**src/rtl/csq_pkg.sv**
```systemverilog
// Shared types and constants of the counting semaphore with wait queue.
`default_nettype none
package csq_pkg;

  // Width of the signed unit count
  localparam int COUNT_W = 10;
  localparam logic signed [COUNT_W-1:0] COUNT_MAX = 10'sd255;
  localparam logic signed [COUNT_W-1:0] COUNT_MIN = 10'sh200;
  // One unit, for count steps
  localparam logic signed [COUNT_W-1:0] COUNT_STEP = 10'sd1;

  // Commands
  localparam logic CMD_ACQUIRE = 1'b0;
  localparam logic CMD_RELEASE = 1'b1;

  // Result status codes
  localparam logic [2:0] ST_GRANTED  = 3'd0;
  localparam logic [2:0] ST_BLOCKED  = 3'd1;
  localparam logic [2:0] ST_OWNER    = 3'd2;
  localparam logic [2:0] ST_WOKEN    = 3'd3;
  localparam logic [2:0] ST_RELEASED = 3'd4;
  localparam logic [2:0] ST_FULL     = 3'd5;

  // Register index of initial_count
  localparam logic REG_INITIAL_COUNT = 1'b0;

  // One result item
  typedef struct packed {
    logic [2:0] status;
    logic       block_task;
    logic       wake_valid;
    logic [7:0] wake_task;
    logic [7:0] waiting_now;
  } result_t;

endpackage
`default_nettype wire

```
**src/rtl/csq_wait_mem.sv**
```systemverilog
// Wait queue storage: one write port, one registered read port.
`default_nettype none
module csq_wait_mem #(
  parameter int DEPTH  = 128,
  parameter int ADDR_W = 7
) (
  input  wire logic              clk,
  input  wire logic              we,
  input  wire logic [ADDR_W-1:0] waddr,
  input  wire logic [7:0]        wdata,
  input  wire logic              re,
  input  wire logic [ADDR_W-1:0] raddr,
  output logic      [7:0]        rdata
);

  logic [7:0] mem [DEPTH];

  // Write port
  always_ff @(posedge clk) begin
    if (we) begin
      mem[waddr] <= wdata;
    end
  end

  // Read port, registered
  always_ff @(posedge clk) begin
    if (re) begin
      rdata <= mem[raddr];
    end
  end

endmodule
`default_nettype wire

```
**src/rtl/csq_core.sv**
```systemverilog
// Semaphore state, wait queue pointers and the per-request update.
`default_nettype none
module csq_core #(
  parameter int WAIT_DEPTH = 128
) (
  input  wire logic             clk,
  input  wire logic             rst,
  input  wire logic             load,
  input  wire logic [7:0]       load_value,
  input  wire logic             start,
  input  wire logic             command,
  input  wire logic [7:0]       task_id,
  input  wire logic             out_free,
  output logic                  busy,
  output logic                  done,
  output csq_pkg::result_t      result
);

  localparam int PTR_W = $clog2(WAIT_DEPTH);
  localparam int CNT_W = $clog2(WAIT_DEPTH + 1);
  localparam logic [PTR_W-1:0] PTR_LAST = PTR_W'(WAIT_DEPTH - 1);
  localparam logic [CNT_W-1:0] CNT_FULL = CNT_W'(WAIT_DEPTH);

  localparam logic S_IDLE = 1'b0;
  localparam logic S_EXEC = 1'b1;

  logic state;

  // Semaphore state
  logic signed [csq_pkg::COUNT_W-1:0] avail_count, avail_count_next;
  logic                               owner_valid, owner_valid_next;
  logic [7:0]                         owner_task, owner_task_next;
  logic [CNT_W-1:0]                   waiter_count, waiter_count_next;
  logic [PTR_W-1:0]                   head_pointer, head_pointer_next;
  logic [PTR_W-1:0]                   tail_pointer, tail_pointer_next;

  // Latched request
  logic       cmd_q;
  logic [7:0] task_q;

  logic        enq;
  logic [7:0]  head_data;
  logic [31:0] waiting_wide;
  logic signed [csq_pkg::COUNT_W-1:0] dec, inc;

  assign busy = (state == S_EXEC);
  assign done = busy && out_free;

  csq_wait_mem #(
    .DEPTH  (WAIT_DEPTH),
    .ADDR_W (PTR_W)
  ) u_mem (
    .clk   (clk),
    .we    (done && enq),
    .waddr (tail_pointer),
    .wdata (task_q),
    .re    (start),
    .raddr (head_pointer),
    .rdata (head_data)
  );

  // Saturating count steps
  assign dec = (avail_count > csq_pkg::COUNT_MIN) ? avail_count - csq_pkg::COUNT_STEP
                                                  : avail_count;
  assign inc = (avail_count < csq_pkg::COUNT_MAX) ? avail_count + csq_pkg::COUNT_STEP
                                                  : csq_pkg::COUNT_MAX;

  // Request decision
  always_comb begin
    avail_count_next  = avail_count;
    owner_valid_next  = owner_valid;
    owner_task_next   = owner_task;
    waiter_count_next = waiter_count;
    head_pointer_next = head_pointer;
    tail_pointer_next = tail_pointer;
    enq               = 1'b0;
    result.status     = csq_pkg::ST_RELEASED;
    result.block_task = 1'b0;
    result.wake_valid = 1'b0;
    result.wake_task  = 8'd0;
    if (cmd_q == csq_pkg::CMD_ACQUIRE) begin
      if (owner_valid && task_q == owner_task) begin
        result.status = csq_pkg::ST_OWNER;
      end else if (dec < 0 && owner_valid) begin
        if (waiter_count >= CNT_FULL) begin
          result.status = csq_pkg::ST_FULL;
        end else begin
          enq               = 1'b1;
          tail_pointer_next = (tail_pointer == PTR_LAST) ? '0 : tail_pointer + 1'b1;
          waiter_count_next = waiter_count + 1'b1;
          avail_count_next  = dec;
          result.status     = csq_pkg::ST_BLOCKED;
          result.block_task = 1'b1;
        end
      end else begin
        avail_count_next = dec;
        owner_valid_next = 1'b1;
        owner_task_next  = task_q;
        result.status    = csq_pkg::ST_GRANTED;
      end
    end else begin
      avail_count_next = inc;
      if (inc <= 0 && waiter_count != '0) begin
        head_pointer_next = (head_pointer == PTR_LAST) ? '0 : head_pointer + 1'b1;
        waiter_count_next = waiter_count - 1'b1;
        owner_valid_next  = 1'b1;
        owner_task_next   = head_data;
        result.status     = csq_pkg::ST_WOKEN;
        result.wake_valid = 1'b1;
        result.wake_task  = head_data;
      end
    end
    result.waiting_now = waiting_wide[7:0];
  end

  assign waiting_wide = 32'(waiter_count_next);

  // Sequencer
  always_ff @(posedge clk) begin
    if (rst) begin
      state <= S_IDLE;
    end else begin
      unique case (state)
        S_IDLE: if (start) state <= S_EXEC;
        S_EXEC: if (out_free) state <= S_IDLE;
        default: state <= S_IDLE;
      endcase
    end
  end

  // Request capture
  always_ff @(posedge clk) begin
    if (start) begin
      cmd_q  <= command;
      task_q <= task_id;
    end
  end

  // State update; a register write reloads the semaphore
  always_ff @(posedge clk) begin
    if (rst || load) begin
      avail_count  <= signed'({2'b00, (rst ? 8'd1 : load_value)});
      owner_valid  <= 1'b0;
      owner_task   <= 8'd0;
      waiter_count <= '0;
      head_pointer <= '0;
      tail_pointer <= '0;
    end else if (done) begin
      avail_count  <= avail_count_next;
      owner_valid  <= owner_valid_next;
      owner_task   <= owner_task_next;
      waiter_count <= waiter_count_next;
      head_pointer <= head_pointer_next;
      tail_pointer <= tail_pointer_next;
    end
  end

endmodule
`default_nettype wire

```
**src/rtl/counting_semaphore_wait_queue.sv**
```systemverilog
// Top level: request and result channels, register port, output register.
//
//   channel   direction  handshake          payload
//   request   in         in_valid/in_stall  command, task_id
//   result    out        out_valid/out_stall status, block_task, wake_valid,
//                                           wake_task, waiting_now
//   config    in         APB write/read     initial_count at byte address 0
//
// A request is accepted in the idle state, which reads the queue head from the
// wait memory; the execute state updates the state and loads the output register.
// The execute state waits while the output register holds an untaken result.
// Synchronous reset loads a count of 1, no owner and an empty queue; no clearing pass.
// A stalled result holds; a new request is accepted while it waits.
`default_nettype none
module counting_semaphore_wait_queue #(
  parameter int WAIT_DEPTH = 128
) (
  input  wire logic        clk,
  input  wire logic        rst,
  // request channel
  input  wire logic        in_valid,
  output logic             in_stall,
  input  wire logic        command,
  input  wire logic [7:0]  task_id,
  // result channel
  output logic             out_valid,
  input  wire logic        out_stall,
  output logic [2:0]       status,
  output logic             block_task,
  output logic             wake_valid,
  output logic [7:0]       wake_task,
  output logic [7:0]       waiting_now,
  // register port
  input  wire logic        psel,
  input  wire logic        penable,
  input  wire logic        pwrite,
  input  wire logic [2:0]  paddr,
  input  wire logic [31:0] pwdata,
  output logic [31:0]      prdata,
  output logic             pready
);

  logic              initial_count;
  logic [7:0]        init_count;
  logic              reg_wr;
  logic              start;
  logic              busy;
  logic              done;
  logic              out_free;
  csq_pkg::result_t  res;

  assign pready = 1'b1;
  assign reg_wr = psel && penable && pwrite && pready
                  && (paddr[2] == csq_pkg::REG_INITIAL_COUNT);
  assign initial_count = (paddr[2] == csq_pkg::REG_INITIAL_COUNT);

  // Register file
  always_ff @(posedge clk) begin
    if (rst) begin
      init_count <= 8'd1;
    end else if (reg_wr) begin
      init_count <= pwdata[7:0];
    end
  end

  assign prdata = initial_count ? {24'd0, init_count} : 32'd0;

  // Request transfer
  assign in_stall = busy;
  assign start    = in_valid && !in_stall;
  assign out_free = !out_valid || !out_stall;

  csq_core #(
    .WAIT_DEPTH (WAIT_DEPTH)
  ) u_core (
    .clk        (clk),
    .rst        (rst),
    .load       (reg_wr),
    .load_value (pwdata[7:0]),
    .start      (start),
    .command    (command),
    .task_id    (task_id),
    .out_free   (out_free),
    .busy       (busy),
    .done       (done),
    .result     (res)
  );

  // Output register
  always_ff @(posedge clk) begin
    if (rst) begin
      out_valid <= 1'b0;
    end else if (done) begin
      out_valid <= 1'b1;
    end else if (!out_stall) begin
      out_valid <= 1'b0;
    end
  end

  always_ff @(posedge clk) begin
    if (done) begin
      status      <= res.status;
      block_task  <= res.block_task;
      wake_valid  <= res.wake_valid;
      wake_task   <= res.wake_task;
      waiting_now <= res.waiting_now;
    end
  end

  // Checks
  a_block_status: assert property (@(posedge clk) disable iff (rst)
    out_valid |-> (block_task == (status == csq_pkg::ST_BLOCKED)))
    else $error("block_task does not match status");

  a_wake_status: assert property (@(posedge clk) disable iff (rst)
    out_valid |-> (wake_valid == (status == csq_pkg::ST_WOKEN)))
    else $error("wake_valid does not match status");

  a_wake_task_zero: assert property (@(posedge clk) disable iff (rst)
    (out_valid && status != csq_pkg::ST_WOKEN) |-> (wake_task == 8'd0))
    else $error("wake_task set without a wake-up");

  a_one_in_flight: assert property (@(posedge clk) disable iff (rst)
    (in_valid && !in_stall) |=> in_stall)
    else $error("request accepted while another is in progress");

endmodule
`default_nettype wire
```
**config.mk**
```make
export PLATFORM = sky130hd
export DESIGN_NAME = counting_semaphore_wait_queue
export DESIGN_NICKNAME = d
export VERILOG_FILES = /design/src/rtl/csq_pkg.sv /design/src/rtl/csq_wait_mem.sv /design/src/rtl/csq_core.sv /design/src/rtl/counting_semaphore_wait_queue.sv
export SDC_FILE = /design/constraint.sdc
export NUM_CORES = 1
export LEC_CHECK = 0
export BUFFER_PORTS_ARGS = -buffer_cell sky130_fd_sc_hd__buf_4
export CORE_ASPECT_RATIO = 0.7
export CORE_UTILIZATION = 38
export CTS_CLUSTER_DIAMETER = 50
export DETAILED_ROUTE_END_ITERATION = 10
export PLACE_DENSITY = 0.65
export SLEW_MARGIN = 30
export SYNTH_ARGS = -nofsm -noshare
export SYNTH_HDL_FRONTEND = slang
export SYNTH_SLANG_ARGS = --single-unit
```
**constraint.sdc**
```tcl
create_clock -name clk -period 5.1 [get_ports clk]
set_clock_uncertainty 0.05 [all_clocks]
set_input_delay 0.51 -clock clk [delete_from_list [all_inputs] [get_ports clk]]
set_output_delay 0.51 -clock clk [all_outputs]
set_load 0.05 [all_outputs]
```
==> impl_metrics.json <==
{
  "fin_crit_sh": 0.794,
  "wl_per_cell_um": 26.1,
  "ir_worst_vdd_uv": 309,
  "yosysUniqueCellTypes": 70,
  "cap_viol_max_count": 0,
  "grt.overflow.total": 0,
  "synth_edf_count": 1070,
  "worst_ep_arrival_time_ps": 4300,
  "clk_latency_ps": 700,
  "die-area_um2": 118000,
  "cts_buffers": 99,
  "path_cells": "or4_4 -> o31ai_4 -> nand3_2 -> nor4b_2 -> buf_4 -> nand3_1 -> buf_4 -> nor2_1",
  "cts_hold_buf": 11,
  "ant_nets": 0,
  "clock_path_buffers": 3,
  "dp_hpwl_um": 63300,
  "dp_slack_ps": 1110,
  "power_density_nw_per_um2": 360,
  "async_reset_ff_frac": 0,
  "hold_violations": 0,
  "end_kind": "register",
  "crit_fanout": 24,
  "cts_root_buf": "clkbuf_16",
  "syn_avg_cell_area_um2": 20.4,
  "first_iter_violations": 2503,
  "synth_top_area_frac": 0.725,
  "crit_slowest_cell": "nor2_1",
  "min_period_ps": 4050,
  "start_kind": "register",
  "drive_gt1_frac": 0.276,
  "antenna_cells": 0,
  "synth_warnings": 0,
  "grt_usage": 0.171,
  "drv_slew": 0,
  "portBuffers": 55,
  "drc": 16,
  "finish.cell_count_without_fillers": 3899,
  "start_util": 0.384,
  "critical_path.most_common_cell": "buf_4",
  "gp_congestion": 0.970,
  "slew_headroom": 0.344,
  "worstPathRequired_ps": 5350,
  "die_w_um": 410,
  "route.vias.total": 21900,
  "placementRows": 104,
  "hold_path.class": "primary input to register",
  "via_per_inst": 5.61,
  "critPathKind": "register to register",
  "tightest_slew_ps": 978,
  "synth-seq-cells": 1113,
  "cts_tree": "built",
  "num_io_pins": 107,
  "post_cts_buffers": 0,
  "timing.fmax_ghz": 0.247,
  "grt_max_degree": 102,
  "first_pass_iters": 8,
  "antenna_found_initial": 4,
  "crit_path_max_incr_delay_ps": 700,
  "synth_largest_area_cell": "edfxtp_1",
  "synth_cells": 2176,
  "nFillCells": 9746,
  "rsz0062_at_grt": "no",
  "violations": "design-rule violations",
  "dpl-instance-area_um2": 46700,
  "area_growth_pct": 13.0,
  "htreeDepth": 3,
  "setup_viol": 0,
  "placedCellCount": 3703,
  "cts_resized": 0,
  "fin_nets": 2338,
  "fin_setup_tns_ps": 0,
  "path_clk_slew_ps": 60,
  "drt_wl_total_um": 102000,
  "status": "complete, but fails checks",
  "power.leakage_uw": 0.0149,
  "syn_area_um2": 44300,
  "cts.sinks": 1113,
  "core_um2": 115000,
  "grt_pass1_wl_um": 148000,
  "die_h_um": 288,
  "final_area_um2": 50100,
  "grt_pass1_vias": 21800,
  "netlist_top_cells_area": "edfxtp_1 73%, mux4_2 16%, dfxtp_1 1.9%",
  "synthFlopType": "edfxtp_1",
  "ys_seq_area_frac": 0.744,
  "worst_slack_ps": 1050
}
worst paths after layout:
check                                        from                            endpoint  slack, ps  cells past startpoint
hold / removal                           in_valid              u_core.busy$_SDFF_PP0_         60                      3
setup / recovery  u_core.avail_count[2]$_DFFE_PP_  u_core.u_mem.mem[120][2]$_DFFE_PP_       1050                      8
hold reg to reg        init_count[3]$_SDFFE_PP0P_          init_count[3]$_SDFFE_PP0P_        400                      2
setup reg to reg  u_core.avail_count[2]$_DFFE_PP_  u_core.u_mem.mem[120][2]$_DFFE_PP_       1050                      8
placed cells by master, fill, tap and decap left out, types with 24 or more instances in the layout:
cell type     n
buf_4       108
a21oi_1      36
mux4_2      320
nor2_2       31
clkinv_1     24
nor2_1      136
dfxtp_1      39
conb_1       25
nand2_1      80
edfxtp_1   1070
o22ai_1      33
clkbuf_16   100
cells in the mapped netlist, drive strengths merged, types with 3 or more instances:
library cell,count
and2,12
nor2,168
nand4,9
or3,8
and3b,3
nor2b,13
ha,8
xor2,9
a21oi,37
buf,82
or4,3
a31oi,5
o21a,5
a41oi,4
inv,13
a2bb2oi,8
o21ai,19
nor4,14
o221a,9
dfxtp,43
mux4,320
a211oi,6
edfxtp,1070
o31ai,5
o32ai,3
a21o,4
o22ai,33
nand3,20
nand3b,9
o211ai,6
clkbuf,72
nand2,81
and4,3
nor3b,4
nor3,10
xnor2,17
and3,13
per-layer routing:
metal	routed length, um	global-route usage	vias up
met5	13	0	-
met4	1810	0.0380	2
met3	10700	0.0540	122
met2	45400	0.252	1056
met1	43800	0.249	11500
li1	-	-	9179
state kept, by name, indices dropped and copies added, names as in the netlist, 3 cells and up:
| signal | count |
|---|---|
| u_core.u_mem.mem | 1024 |
| u_core.avail_count | 10 |
| init_count | 8 |
| u_core.owner_task | 8 |
| u_core.task_q | 8 |
| u_core.u_mem.rdata | 8 |
| u_core.waiter_count | 8 |
| waiting_now | 8 |
| wake_task | 8 |
| u_core.head_pointer | 7 |
| u_core.tail_pointer | 7 |
| status | 3 |
worst max-delay path, delay by kind of cell (launching register included):
kind            cells  cell delay, ps
simple gates        5            2170
buf+inv             2             590
flops               1             560
compound gates      1             280
metrics by stage:
| stage | power, uW | util | hold WS, ps |
|---|---|---|---|
| 2_1_floorplan | 10600 | - | 380 |
| 3_3_place_gp | 10700 | 0.405 | 389 |
| 3_5_place_dp | 10800 | 0.405 | 395 |
| 4_1_cts | 18100 | 0.434 | 9.25 |
| 5_1_grt | 18500 | 0.434 | 34.5 |
| 6_report | 18000 | 0.434 | 58.7 |
report_power, final:
group	leakage (uW)	switching (uW)	internal [uW]	total [uW]
Sequential	0.0100	39.6	10100	10100
Clock	0.00155	3400	4060	7460
Combinational	0.00337	353	104	457
layout make-up:
cell class,count,area (um2),area share
Multi-Input combinational cell,919,10700,0.213
Timing Repair Buffer,133,1180,0.0236
Clock buffer,117,2580,0.0515
Inverter,13,48.8,0.000975
Clock inverter,67,654,0.0131
Sequential cell,1113,33000,0.659
Tap cell,1537,1920,0.0384
cell families after synthesis:
| logic type | synth area share |
|---|---|
| other | 0.000169 |
| muxes | 0.163 |
| adders and majority gates | 0.00226 |
| and+or+nand+nor | 0.0428 |
| buffers and inverters | 0.0174 |
| xor gates and xnor gates | 0.00514 |
| AOI/OAI and AO/OA | 0.0244 |
| DFF | 0.744 |
Note: power is estimated with default switching activity, not from simulation.
